[src/sv/mcpa_pkg.sv]
// Shared constants, codes and types of the midpoint circle pixel addresser.
package mcpa_pkg;

	localparam int COORD_BITS = 12;
	localparam int RADIUS_BITS = COORD_BITS - 1;
	localparam int POINT_BITS = 14;
	localparam int REG_BITS = 13;
	localparam int ERR_BITS = 16;
	localparam int ADDR_BITS = 26;
	localparam int COLOR_BITS = 32;
	localparam int BYTES_PER_PIXEL = 4;

	localparam int POINTS_PER_STEP = 8;
	localparam int SEQ_BITS = $clog2(POINTS_PER_STEP);

	localparam int QDEPTH = 4;
	localparam int QPTR_BITS = $clog2(QDEPTH);
	localparam int QCNT_BITS = $clog2(QDEPTH + 1);

	localparam logic [REG_BITS-1:0] LINE_WIDTH_RESET = REG_BITS'(640);
	localparam logic [REG_BITS-1:0] SCREEN_HEIGHT_RESET = REG_BITS'(480);

	typedef enum logic {
		CFG_LINE_WIDTH = 1'b0,
		CFG_SCREEN_HEIGHT = 1'b1
	} cfg_reg_t;

	typedef enum logic {
		MODE_START = 1'b0,
		MODE_CONTINUE = 1'b1
	} mode_t;

	// One midpoint step handed from the front end to the point generator.
	typedef struct packed {
		logic [COORD_BITS-1:0] cx;
		logic [COORD_BITS-1:0] cy;
		logic [COORD_BITS-1:0] ox;
		logic [COORD_BITS-1:0] oy;
		logic [COLOR_BITS-1:0] color;
		logic                  last;
	} step_cmd_t;

	typedef struct packed {
		logic full;
		logic empty;
	} q_status_t;

endpackage

[src/sv/mcpa_front.sv]
// Front end: accepts start and continue transactions and runs the midpoint recurrence.
module mcpa_front (
	input  logic                                  clk,
	input  logic                                  arst_n,
	input  logic                                  in_valid,
	output logic                                  in_stall,
	input  logic                                  mode,
	input  logic [mcpa_pkg::COORD_BITS-1:0]       origin_x,
	input  logic [mcpa_pkg::COORD_BITS-1:0]       origin_y,
	input  logic [mcpa_pkg::RADIUS_BITS-1:0]      radius,
	input  logic [mcpa_pkg::COLOR_BITS-1:0]       color,
	input  mcpa_pkg::q_status_t                   q_status,
	output logic                                  push,
	output mcpa_pkg::step_cmd_t                   push_cmd
);

	logic [mcpa_pkg::COORD_BITS-1:0] cx_q, cy_q, x_q, y_q;
	logic [mcpa_pkg::COLOR_BITS-1:0] color_q;
	logic signed [mcpa_pkg::ERR_BITS-1:0] err_q;
	logic active_q;

	logic is_start, accept;
	logic [mcpa_pkg::COORD_BITS-1:0] bx, by;
	logic signed [mcpa_pkg::ERR_BITS-1:0] be, e1, x1e, y1e;
	logic signed [mcpa_pkg::COORD_BITS:0] x1, y1;
	logic last;

	assign in_stall = q_status.full;
	assign is_start = (mode == mcpa_pkg::MODE_START);
	assign accept = in_valid && !q_status.full;
	assign push = accept && (is_start || active_q);

	always_comb begin
		bx = is_start ? mcpa_pkg::COORD_BITS'(radius) : x_q;
		by = is_start ? '0 : y_q;
		be = is_start ? (mcpa_pkg::ERR_BITS'(1) - mcpa_pkg::ERR_BITS'(radius)) : err_q;
		y1 = $signed({1'b0, by}) + $signed((mcpa_pkg::COORD_BITS+1)'(1));
		y1e = mcpa_pkg::ERR_BITS'(y1);
		if (be[mcpa_pkg::ERR_BITS-1]) begin
			x1 = $signed({1'b0, bx});
			x1e = mcpa_pkg::ERR_BITS'(x1);
			e1 = be + (y1e <<< 1) + mcpa_pkg::ERR_BITS'(1);
		end else begin
			x1 = $signed({1'b0, bx}) - $signed((mcpa_pkg::COORD_BITS+1)'(1));
			x1e = mcpa_pkg::ERR_BITS'(x1);
			e1 = be + ((y1e - x1e + mcpa_pkg::ERR_BITS'(1)) <<< 1);
		end
		last = (x1 < y1);
	end

	always_comb begin
		push_cmd.cx = is_start ? origin_x : cx_q;
		push_cmd.cy = is_start ? origin_y : cy_q;
		push_cmd.ox = bx;
		push_cmd.oy = by;
		push_cmd.color = is_start ? color : color_q;
		push_cmd.last = last;
	end

	always_ff @(posedge clk or negedge arst_n) begin
		if (!arst_n) begin
			cx_q <= '0;
			cy_q <= '0;
			x_q <= '0;
			y_q <= '0;
			color_q <= '0;
			err_q <= '0;
			active_q <= 1'b0;
		end else if (push) begin
			if (is_start) begin
				cx_q <= origin_x;
				cy_q <= origin_y;
				color_q <= color;
			end
			active_q <= !last;
			if (!last) begin
				x_q <= x1[mcpa_pkg::COORD_BITS-1:0];
				y_q <= y1[mcpa_pkg::COORD_BITS-1:0];
				err_q <= e1;
			end
		end
	end

endmodule

[src/sv/mcpa_queue.sv]
// Small step queue between the front end and the point generator.
module mcpa_queue (
	input  logic                 clk,
	input  logic                 arst_n,
	input  logic                 push,
	input  mcpa_pkg::step_cmd_t  push_cmd,
	input  logic                 pop,
	output mcpa_pkg::step_cmd_t  head_cmd,
	output mcpa_pkg::q_status_t  q_status
);

	mcpa_pkg::step_cmd_t mem_q [mcpa_pkg::QDEPTH];
	logic [mcpa_pkg::QPTR_BITS-1:0] wr_ptr_q, rd_ptr_q;
	logic [mcpa_pkg::QCNT_BITS-1:0] count_q;

	assign head_cmd = mem_q[rd_ptr_q];
	assign q_status.full = (count_q == mcpa_pkg::QCNT_BITS'(mcpa_pkg::QDEPTH));
	assign q_status.empty = (count_q == '0);

	function automatic logic [mcpa_pkg::QPTR_BITS-1:0] next_ptr(
		input logic [mcpa_pkg::QPTR_BITS-1:0] p);
		next_ptr = (p == mcpa_pkg::QPTR_BITS'(mcpa_pkg::QDEPTH - 1)) ? '0 : p + 1'b1;
	endfunction

	always_ff @(posedge clk) begin
		if (push) begin
			mem_q[wr_ptr_q] <= push_cmd;
		end
	end

	always_ff @(posedge clk or negedge arst_n) begin
		if (!arst_n) begin
			wr_ptr_q <= '0;
			rd_ptr_q <= '0;
			count_q <= '0;
		end else begin
			if (push) begin
				wr_ptr_q <= next_ptr(wr_ptr_q);
			end
			if (pop) begin
				rd_ptr_q <= next_ptr(rd_ptr_q);
			end
			if (push && !pop) begin
				count_q <= count_q + 1'b1;
			end else if (pop && !push) begin
				count_q <= count_q - 1'b1;
			end
		end
	end

endmodule

[src/sv/mcpa_back.sv]
// Point generator: expands each step into eight mirrored points and addresses them.
module mcpa_back (
	input  logic                                  clk,
	input  logic                                  arst_n,
	input  mcpa_pkg::q_status_t                   q_status,
	input  mcpa_pkg::step_cmd_t                   head_cmd,
	output logic                                  pop,
	input  logic [mcpa_pkg::REG_BITS-1:0]         line_width,
	input  logic [mcpa_pkg::REG_BITS-1:0]         screen_height,
	output logic                                  out_valid,
	input  logic                                  out_stall,
	output logic signed [mcpa_pkg::POINT_BITS-1:0] point_x,
	output logic signed [mcpa_pkg::POINT_BITS-1:0] point_y,
	output logic [mcpa_pkg::ADDR_BITS-1:0]        byte_address,
	output logic [mcpa_pkg::COLOR_BITS-1:0]       pixel_color,
	output logic                                  off_screen,
	output logic                                  last_point
);

	logic [mcpa_pkg::SEQ_BITS-1:0] seq_q;
	logic en, take, last_of_step;
	logic swap, negx, negy;
	logic [mcpa_pkg::COORD_BITS-1:0] ax, ay;
	logic signed [mcpa_pkg::POINT_BITS-1:0] px, py;
	logic off;

	logic v_s1, v_s2;
	logic signed [mcpa_pkg::POINT_BITS-1:0] px_s1, py_s1, px_s2, py_s2;
	logic [mcpa_pkg::COLOR_BITS-1:0] color_s1, color_s2;
	logic off_s1, off_s2, last_s1, last_s2;
	logic [mcpa_pkg::ADDR_BITS-1:0] prod_s2;

	logic out_valid_q, off_q, last_q;
	logic signed [mcpa_pkg::POINT_BITS-1:0] px_q, py_q;
	logic [mcpa_pkg::ADDR_BITS-1:0] addr_q;
	logic [mcpa_pkg::COLOR_BITS-1:0] color_q;

	assign en = !(out_valid_q && out_stall);
	assign take = en && !q_status.empty;
	assign last_of_step = (seq_q == mcpa_pkg::SEQ_BITS'(mcpa_pkg::POINTS_PER_STEP - 1));
	assign pop = take && last_of_step;

	// Octant order: swap on odd points, mirror x on points two to five, mirror y on the upper half.
	always_comb begin
		swap = seq_q[0];
		negx = seq_q[2] ^ seq_q[1];
		negy = seq_q[2];
		ax = swap ? head_cmd.oy : head_cmd.ox;
		ay = swap ? head_cmd.ox : head_cmd.oy;
		px = negx ? (mcpa_pkg::POINT_BITS'(head_cmd.cx) - mcpa_pkg::POINT_BITS'(ax))
		          : (mcpa_pkg::POINT_BITS'(head_cmd.cx) + mcpa_pkg::POINT_BITS'(ax));
		py = negy ? (mcpa_pkg::POINT_BITS'(head_cmd.cy) - mcpa_pkg::POINT_BITS'(ay))
		          : (mcpa_pkg::POINT_BITS'(head_cmd.cy) + mcpa_pkg::POINT_BITS'(ay));
		off = px[mcpa_pkg::POINT_BITS-1] || py[mcpa_pkg::POINT_BITS-1]
			|| ($unsigned(px) >= mcpa_pkg::POINT_BITS'(line_width))
			|| ($unsigned(py) >= mcpa_pkg::POINT_BITS'(screen_height));
	end

	always_ff @(posedge clk or negedge arst_n) begin
		if (!arst_n) begin
			seq_q <= '0;
			v_s1 <= 1'b0;
			v_s2 <= 1'b0;
			out_valid_q <= 1'b0;
		end else if (en) begin
			if (take) begin
				seq_q <= seq_q + 1'b1;
			end
			v_s1 <= take;
			v_s2 <= v_s1;
			out_valid_q <= v_s2;
		end
	end

	always_ff @(posedge clk) begin
		if (en) begin
			px_s1 <= px;
			py_s1 <= py;
			color_s1 <= head_cmd.color;
			off_s1 <= off;
			last_s1 <= head_cmd.last && last_of_step;

			prod_s2 <= mcpa_pkg::ADDR_BITS'(py_s1[mcpa_pkg::REG_BITS-1:0])
				* mcpa_pkg::ADDR_BITS'(line_width);
			px_s2 <= px_s1;
			py_s2 <= py_s1;
			color_s2 <= color_s1;
			off_s2 <= off_s1;
			last_s2 <= last_s1;

			px_q <= px_s2;
			py_q <= py_s2;
			color_q <= color_s2;
			off_q <= off_s2;
			last_q <= last_s2;
			addr_q <= off_s2 ? '0
				: mcpa_pkg::ADDR_BITS'((prod_s2
					+ mcpa_pkg::ADDR_BITS'(px_s2[mcpa_pkg::REG_BITS-1:0]))
					* mcpa_pkg::ADDR_BITS'(mcpa_pkg::BYTES_PER_PIXEL));
		end
	end

	assign out_valid = out_valid_q;
	assign point_x = px_q;
	assign point_y = py_q;
	assign byte_address = addr_q;
	assign pixel_color = color_q;
	assign off_screen = off_q;
	assign last_point = last_q;

endmodule

[src/sv/midpoint_circle_pixel_addresser.sv]
// Top level of the midpoint circle pixel addresser with its configuration registers.
//
// A start transaction (mode 0) latches a circle's center, radius and color and yields the
// eight mirrored points of the first midpoint step; each continue transaction (mode 1)
// advances one step and yields eight more, and the final point of the circle carries
// last_point. A continue with no circle in progress is absorbed and yields nothing. Every
// point leaves with its coordinates, the color and the byte offset (x + y*line_width)*4,
// which is zero when off_screen flags the point as outside line_width or screen_height.
// The generator emits one point per cycle, unless out_stall holds the output, through a single
// multiply stage. A step's points pass from the queue through the s1 and s2 registers and the
// output registers. A four-deep step queue sits between the recurrence and the generator,
// so input transactions are taken one per cycle until the queue fills, and an ignored
// continue is taken like any other. Configuration writes are always ready and must only
// be issued while the block is idle.
module midpoint_circle_pixel_addresser (
	input  logic                                   clk,
	input  logic                                   arst_n,

	input  logic                                   in_valid,
	output logic                                   in_stall,
	input  logic                                   mode,
	input  logic [mcpa_pkg::COORD_BITS-1:0]        origin_x,
	input  logic [mcpa_pkg::COORD_BITS-1:0]        origin_y,
	input  logic [mcpa_pkg::RADIUS_BITS-1:0]       radius,
	input  logic [mcpa_pkg::COLOR_BITS-1:0]        color,

	output logic                                   out_valid,
	input  logic                                   out_stall,
	output logic signed [mcpa_pkg::POINT_BITS-1:0] point_x,
	output logic signed [mcpa_pkg::POINT_BITS-1:0] point_y,
	output logic [mcpa_pkg::ADDR_BITS-1:0]         byte_address,
	output logic [mcpa_pkg::COLOR_BITS-1:0]        pixel_color,
	output logic                                   off_screen,
	output logic                                   last_point,

	input  logic                                   cfg_valid,
	output logic                                   cfg_ready,
	input  logic                                   cfg_index,
	input  logic [mcpa_pkg::REG_BITS-1:0]          cfg_data
);

	logic [mcpa_pkg::REG_BITS-1:0] line_width_q;
	logic [mcpa_pkg::REG_BITS-1:0] screen_height_q;

	logic push, pop;
	mcpa_pkg::step_cmd_t push_cmd, head_cmd;
	mcpa_pkg::q_status_t q_status;

	// The register file never holds off a write.
	assign cfg_ready = 1'b1;

	always_ff @(posedge clk or negedge arst_n) begin
		if (!arst_n) begin
			line_width_q <= mcpa_pkg::LINE_WIDTH_RESET;
			screen_height_q <= mcpa_pkg::SCREEN_HEIGHT_RESET;
		end else if (cfg_valid && cfg_ready) begin
			unique case (mcpa_pkg::cfg_reg_t'(cfg_index))
				mcpa_pkg::CFG_LINE_WIDTH: line_width_q <= cfg_data;
				mcpa_pkg::CFG_SCREEN_HEIGHT: screen_height_q <= cfg_data;
				default: line_width_q <= line_width_q;
			endcase
		end
	end

	// The front end owns the circle state and turns each accepted transaction
	// that produces points into one queued step.
	mcpa_front u_front (
		.clk      (clk),
		.arst_n   (arst_n),
		.in_valid (in_valid),
		.in_stall (in_stall),
		.mode     (mode),
		.origin_x (origin_x),
		.origin_y (origin_y),
		.radius   (radius),
		.color    (color),
		.q_status (q_status),
		.push     (push),
		.push_cmd (push_cmd)
	);

	mcpa_queue u_queue (
		.clk      (clk),
		.arst_n   (arst_n),
		.push     (push),
		.push_cmd (push_cmd),
		.pop      (pop),
		.head_cmd (head_cmd),
		.q_status (q_status)
	);

	// The back end walks the eight octants of the head step and pops it after
	// the eighth point has entered its pipeline.
	mcpa_back u_back (
		.clk           (clk),
		.arst_n        (arst_n),
		.q_status      (q_status),
		.head_cmd      (head_cmd),
		.pop           (pop),
		.line_width    (line_width_q),
		.screen_height (screen_height_q),
		.out_valid     (out_valid),
		.out_stall     (out_stall),
		.point_x       (point_x),
		.point_y       (point_y),
		.byte_address  (byte_address),
		.pixel_color   (pixel_color),
		.off_screen    (off_screen),
		.last_point    (last_point)
	);

endmodule

[config.mk]
export PLATFORM = sky130hd
export DESIGN_NAME = midpoint_circle_pixel_addresser
export DESIGN_NICKNAME = d
export VERILOG_FILES = /design/src/sv/mcpa_pkg.sv /design/src/sv/mcpa_front.sv /design/src/sv/mcpa_queue.sv /design/src/sv/mcpa_back.sv /design/src/sv/midpoint_circle_pixel_addresser.sv
export SDC_FILE = /design/constraint.sdc
export NUM_CORES = 1
export LEC_CHECK = 0
export BUFFER_PORTS_ARGS = -buffer_cell sky130_fd_sc_hd__buf_2
export CORE_MARGIN = 1.5
export CORE_UTILIZATION = 69
export CTS_BUF_LIST = sky130_fd_sc_hd__clkbuf_8
export CTS_CLUSTER_DIAMETER = 40
export DETAILED_ROUTE_END_ITERATION = 7
export GPL_TIMING_DRIVEN = 0
export PLACE_DENSITY_LB_ADDON = 0.15
export SYNTH_ARGS = -nofsm -noshare
export SYNTH_HDL_FRONTEND = slang
export SYNTH_HIERARCHICAL = 1
export SYNTH_SLANG_ARGS = --single-unit
export TNS_END_PERCENT = 20
[constraint.sdc]
create_clock -name clk -period 17.5 [get_ports clk]
set_input_delay 2.625 -clock clk [delete_from_list [all_inputs] [get_ports clk]]
set_output_delay 2.625 -clock clk [all_outputs]
set_load 0.01 [all_outputs]
==> results of run 1 <==
worst max-delay path by stage:
stage,startpoint,to,slack (ns),depth (start not counted)
floorplan,out_stall,u_back/v_s2$_DFFE_PN0N_,9.02,2
global placement,out_stall,u_back/v_s2$_DFFE_PN0N_,6.75,3
detailed placement,mode,u_front/err_q[15]$_DFFE_PN0P_,7.36,29
CTS,mode,u_front/err_q[15]$_DFFE_PN0P_,8.10,29
global route,mode,u_front/err_q[15]$_DFFE_PN0P_,7.68,29
finish,mode,u_front/err_q[15]$_DFFE_PN0P_,7.92,29
cells by family after synthesis:
logic type                 synth area share [%]
DFF                                       53.86
and+or+nand+nor                           7.655
buffers and inverters                     4.297
AOI/OAI and AO/OA                         6.292
adders and majority gates                 14.45
muxes                                     10.41
xor gates and xnor gates                  3.017
other                                   0.02006
worst max-delay path, delay by kind of cell:
kind,cells,cell delay [ns]
xor gates and xnor gates,2,0.34
AOI/OAI and AO/OA,9,2.00
buffers and inverters,8,2.93
adders and majority gates,4,1.22
and+or+nand+nor,6,1.02
synth_stat cells (22+ instances only):
master    count  area share, %
a211oi_1     22           0.44
a21o_1       36           0.72
a21oi_1     102            1.4
and2_1       95            1.6
buf_2        22           0.29
clkbuf_1     45           0.45
dfrtp_1     130            8.7
edfxtp_1    558             45
fa_1        129            6.9
ha_1        226            7.6
inv_1       291            2.9
mux2_2      143            4.3
mux2i_1      30           0.80
mux4_2       81            4.9
nand2_1     205            2.1
nand3_1      26           0.35
nor2_1      125            1.3
nor3_1       26           0.35
o21ai_0      82            1.1
xnor2_1      81            1.9
xor2_1       48            1.1
through the flow:
step | area, µm² | utilization, % | instances
after floorplan | 37450 | - | 2781
final | 41760 | 77.74 | 3875
after CTS | 41750 | 77.73 | 3872
after global routing | 41750 | 77.73 | 3872
after global placement | 39190 | 72.97 | 3651
after detailed placement | 39460 | 73.48 | 3660
sequential cells by signal, indices dropped and copies added, names as in the netlist, 16 cells and up:
register	cells
u_back/byte_address	24
u_back/color_s1	32
u_back/color_s2	32
u_back/pixel_color	32
u_back/prod_s2	24
u_front/color_q	32
u_front/err_q	16
u_queue/mem_q	324
final cells by class:
type	count	area, µm²
buffer	95	511.7
clock inverter	91	619.3
antenna	3	7.507
multi-input combinational	1700	15690
inverter	292	1097
tap	696	870.8
fill	3188	11950
sequential	694	20170
timing repair buffer	183	1125
clock buffer	121	1665
layer usage:
layer	global-route usage (%)	up-vias	routed length, µm
li1	-	10580	-
met1	40.10	11600	34330
met2	53.04	800	42390
met3	4.693	183	4500
met4	12.38	0	2952
met5	0	-	0
==> run summary, run 1 <==
LAYOUT
-------------------------------------------------------------------------------------
Layout overhead on the synthesized area                                        11.51%
NumNets Final                                                                    3521
Most common cell after layout, fill and taps aside                           edfxtp_1
Share of cells above drive strength 1                                          20.94%
Commonest non-fill, non-tap cells in the layout                          edfxtp_1 (558), inv_1 (329), ha_1 (226)

DETAILED ROUTING
-------------------------------------------------------------------------------------
Vias/cell                                                                       5.978
Count of routing violations after the opening detailed-route iteration           1719
WL final                                                                     84170 µm
Via Count                                                                       23170
Number of iterations in the first detailed-routing pass                             5
Antenna viol nets, final                                                            0
Wire length per cell after detailed routing                                  21.72 µm
Drc violations                                                                      0

STA
-------------------------------------------------------------------------------------
Tmin final                                                                   9.578 ns
Final-report setup violation count                                                  0
Max-slew violation total from the final report                                      0
Total negative slack for setup checks                                            0 ns
Worst clock skew                                                           0.03870 ns
Post-route fraction of the period consumed by the critical path                54.73%
Post-route worst hold slack                                                 0.4017 ns
Number of hold violations in the final report                                       0
Slew margin rel.                                                               29.79%
Setup repair after global routing missed its margin                             false
Post-layout worst setup margin                                               7.922 ns
Actual transition at the worst max-transition pin                            1.053 ns
Max Fclk                                                                    104.4 MHz

PLACEMENT
-------------------------------------------------------------------------------------
DPL Wire Length                                                              61070 µm
Routability-driven placement congestion ratio                                  0.9641
Number of port buffers                                                            174
Worst setup slack before clock tree synthesis                                7.357 ns

CLOCK TREE
-------------------------------------------------------------------------------------
CTS buffer count                                                                  113
Clock latency on the worst-skew pair                                          0.74 ns
Cts hold-fix bufs                                                                   0
CTS Root Buffer Type                                                         clkbuf_8
Post-CTS Resized                                                                    0
Clk sinks                                                                         694
Longest Clk Path Bufs                                                               3
TritonCTS clock tree                                                             done
Clock-pin transition on the worst setup and hold timing paths                 0.06 ns
Level count of the clock H-tree                                                     3
Number of buffers inserted to repair setup after CTS                                0

WORST SETUP PATH
-------------------------------------------------------------------------------------
Worst EP required                                                            18.09 ns
Setup Crit Path Kind                                                        in -> reg
Critical-path cell with the highest stage delay                                 buf_1
CP max stage delay                                                            0.63 ns
Crit path DAT                                                                10.17 ns
Worst setup slack for register-to-register paths                             11.39 ns
Reg2reg path depth                                                                 18
Startpoint Class                                                            input pin
Worst R2R End                                                            u_back/prod_s2[22]$_DFFE_PN_
Critical Path Sink Type                                                          flop
Most frequent cell on the critical path                                         buf_2
Worst flop-to-flop path startpoint                                       line_width_q[7]$_DFFE_PN1P_
Max FO, Critical Path                                                              11

LOGIC SYNTHESIS
-------------------------------------------------------------------------------------
Proportion of synthesized chip area in sequential cells                        53.86%
Synth warn                                                                          6
Gate count of the mapped netlist                                                 2780
Synth async-reset ratio                                                        19.60%
FF+latch count, synth                                                             694
Top flip-flop cell by instance count after synthesis                         edfxtp_1
Library cells used by synthesis                                                    82
Post-Syn Area per Cell                                                      13.47 µm²
Count of flip-flops with a built-in enable after synthesis                        558
Synth Cell Area                                                             37450 µm²

DIE
-------------------------------------------------------------------------------------
Number of core rows                                                                85
Initial core utilization                                                       69.72%
IO Pins                                                                           178
Die width                                                                    236.0 µm
Die height                                                                   236.0 µm
Std-Cell Core Area                                                          53710 µm²
Die Footprint                                                               55680 µm²

GRT
-------------------------------------------------------------------------------------
Aggregate global routing overflow                                                   0
Vias in the first global route                                                  24070
First-pass GRT wire length                                                  132000 µm
Maximum number of pins on one net before global-route repair                       78
Number of antenna violations at the first check in global routing                   1
Combined global-route utilization of all metal layers                          30.99%

OUTCOME
-------------------------------------------------------------------------------------
Outcome                                                                  finished clean

MIN PATH
-------------------------------------------------------------------------------------
Cell depth of the worst hold path                                                   0
Type of the most critical hold path                                        reg -> reg
Worst min-delay path startpoint                                          u_back/color_s2[19]$_DFFE_PN_
Hold Path End                                                            u_back/pixel_color[19]$_DFFE_PN_

FLOW RUN
-------------------------------------------------------------------------------------
Max capacitance violation total                                                     0

Power of run 1 is left out: the tool's default activity adds up to more than one toggle a clock period on the data nets, which glitch-free logic cannot reach.
==> run 2: changes to the inputs <==
Settings changed: CORE_UTILIZATION 69 to 58.
Clock period 17.5 ns to 7.7 ns, I/O delays scaled along.
==> run 2 against run 1 <==
Against the previous run: worst setup slack got worse by 7.5 ns; flip-flop and latch count unchanged; critical path type unchanged; cell count increased by 4.0%; critical endpoint unchanged; utilization decreased by 11 points; clock skew grew 0.028 ns; critical path depth shrank 1; global-route usage shrank 5.0 points; via count shrank 0.89%.
==> run summary, run 2 (synthesized netlist as in run 1, its figures left out) <==
OUTCOME
-------------------------------------------------------------------------------------
Outcome                                                                  finished clean

DETAILED ROUTING
-------------------------------------------------------------------------------------
Via Count                                                                       22960
Wire length per cell after detailed routing                                  20.82 µm
WL final                                                                     83880 µm
Vias/cell                                                                       5.698
Count of routing violations after the opening detailed-route iteration           1562
Drc violations                                                                      0
Number of iterations in the first detailed-routing pass                             5
Antenna viol nets, final                                                            0

CLOCK TREE
-------------------------------------------------------------------------------------
Level count of the clock H-tree                                                     3
Clock latency on the worst-skew pair                                          0.74 ns
TritonCTS clock tree                                                             done
CTS buffer count                                                                  117
CTS Root Buffer Type                                                         clkbuf_8
Clk sinks                                                                         694
Cts hold-fix bufs                                                                   0
Longest Clk Path Bufs                                                               3
Clock-pin transition on the worst setup and hold timing paths                 0.06 ns
Number of buffers inserted to repair setup after CTS                                0

STA
-------------------------------------------------------------------------------------
Actual transition at the worst max-transition pin                            1.127 ns
Worst clock skew                                                           0.06631 ns
Number of hold violations in the final report                                       0
Max-slew violation total from the final report                                      0
Final-report setup violation count                                                  0
Tmin final                                                                   7.236 ns
Slew margin rel.                                                               24.90%
Post-route fraction of the period consumed by the critical path                93.98%
Max Fclk                                                                    138.2 MHz
Total negative slack for setup checks                                            0 ns
Setup repair after global routing missed its margin                             false
Post-layout worst setup margin                                              0.4638 ns

PLACEMENT
-------------------------------------------------------------------------------------
DPL Wire Length                                                              61430 µm
Routability-driven placement congestion ratio                                  0.9010
Post-Place Cells                                                                 3809
Worst setup slack before clock tree synthesis                               -1.036 ns
Number of port buffers                                                            174

DIE
-------------------------------------------------------------------------------------
Die height                                                                   257.1 µm
IO Pins                                                                           178
Std-Cell Core Area                                                          63430 µm²
Number of core rows                                                                92
Die Footprint                                                               66100 µm²
Initial core utilization                                                       59.04%
Die width                                                                    257.1 µm

GRT
-------------------------------------------------------------------------------------
First-pass GRT wire length                                                  132600 µm
Maximum number of pins on one net before global-route repair                       79
Vias in the first global route                                                  24010
Combined global-route utilization of all metal layers                          26.00%
Aggregate global routing overflow                                                   0
Number of antenna violations at the first check in global routing                   1

WORST SETUP PATH
-------------------------------------------------------------------------------------
Critical Path Start                                                              mode
Setup Crit Path Kind                                                        in -> reg
Critical Path Sink Type                                                          flop
Crit path DAT                                                                 7.78 ns
Worst EP required                                                             8.24 ns
Startpoint Class                                                            input pin
Reg2reg path depth                                                                 20
Max FO, Critical Path                                                              19
Worst setup slack for register-to-register paths                              1.56 ns
Worst R2R End                                                            u_back/prod_s2[22]$_DFFE_PN_
End point of the critical path                                           u_front/err_q[15]$_DFFE_PN0P_
Worst flop-to-flop path startpoint                                       line_width_q[7]$_DFFE_PN1P_

LAYOUT
-------------------------------------------------------------------------------------
Layout overhead on the synthesized area                                        12.33%
Finished Layout Cells                                                            4029
NumNets Final                                                                    3523
Final cell utilization of the core                                             66.32%
Most common cell after layout, fill and taps aside                           edfxtp_1
Largest register by flop count                                           u_queue/mem_q
Share of cells above drive strength 1                                          21.09%
Max FFs per register                                                              324
Commonest non-fill, non-tap cells in the layout                          edfxtp_1 (558), inv_1 (329), ha_1 (226)

FLOW RUN
-------------------------------------------------------------------------------------
Max capacitance violation total                                                     0

MIN PATH
-------------------------------------------------------------------------------------
Type of the most critical hold path                                        reg -> reg

-- run 2: what timing repair did --
action | 4_1_cts | 5_1_grt
gates cloned | 0 | 0
resized for setup | 0 | 2
endpoints found under the setup margin | 4 | 2
-- run 2: per-stage QoR --
| stage | hold slack (ns) | cell area (µm²) |
|---|---|---|
| after global placement | 0.4010 | 39380 |
| after floorplan | 0.4003 | 37450 |
| after CTS | 0.3442 | 42050 |
| after global routing | 0.3647 | 42060 |
| final | 0.3721 | 42060 |
| after detailed placement | 0.4045 | 39620 |
-- run 2: cell type report --
class                           instances  area [µm²]
Tap cell                              846        1059
Clock buffer                          126        1734
Buffer                                 94       510.5
Fill cell                            4703       21360
Clock inverter                         94       701.9
Sequential cell                       694       20170
Multi-Input combinational cell       1700       15700
Antenna cell                            1       2.502
Inverter                              292        1097
Timing Repair Buffer                  182        1094
-- run 2: worst min path at each step --
stage                                        from                               end  slack (ns)  cells after the start
floorplan            u_back/color_s1[0]$_DFFE_PN_      u_back/color_s2[0]$_DFFE_PN_        0.40                      0
global placement    u_back/color_s2[12]$_DFFE_PN_  u_back/pixel_color[12]$_DFFE_PN_        0.40                      0
detailed placement  u_back/color_s1[13]$_DFFE_PN_     u_back/color_s2[13]$_DFFE_PN_        0.40                      0
CTS                                        arst_n      u_front/err_q[3]$_DFFE_PN0P_        0.34                      1
global route            u_back/px_s1[4]$_DFFE_PN_         u_back/px_s2[4]$_DFFE_PN_        0.36                      0
finish                  u_back/px_s1[4]$_DFFE_PN_         u_back/px_s2[4]$_DFFE_PN_        0.37                      0
-- run 2: routing by layer --
metal | global-route usage [%] | share of wire (%)
met5 | 0 | 0
met4 | 8.840 | 2.7
met3 | 4.157 | 5.1
met2 | 44.66 | 51
met1 | 33.72 | 42
-- run 2: critical path: stages --
cell	delay (ns)
buf_2	0.16
buf_2	0.29
buf_2	0.30
clkbuf_4	0.44
buf_2	0.36
buf_2	0.30
nand2_1	0.14
inv_1	0.27
ha_1	0.25
nand3_1	0.22
or3_1	0.40
a21boi_0	0.49
ha_1	0.34
ha_1	0.30
o21ai_0	0.12
nor2_1	0.10
o21ai_0	0.19
nand2b_1	0.11
a21o_1	0.19
a21oi_1	0.17
xnor2_1	0.15
ha_1	0.31
o21a_1	0.20
o22ai_1	0.23
o21ai_0	0.17
xor2_1	0.19
nand3_1	0.09
o221ai_1	0.11
Power of run 2 is left out for the same reason.
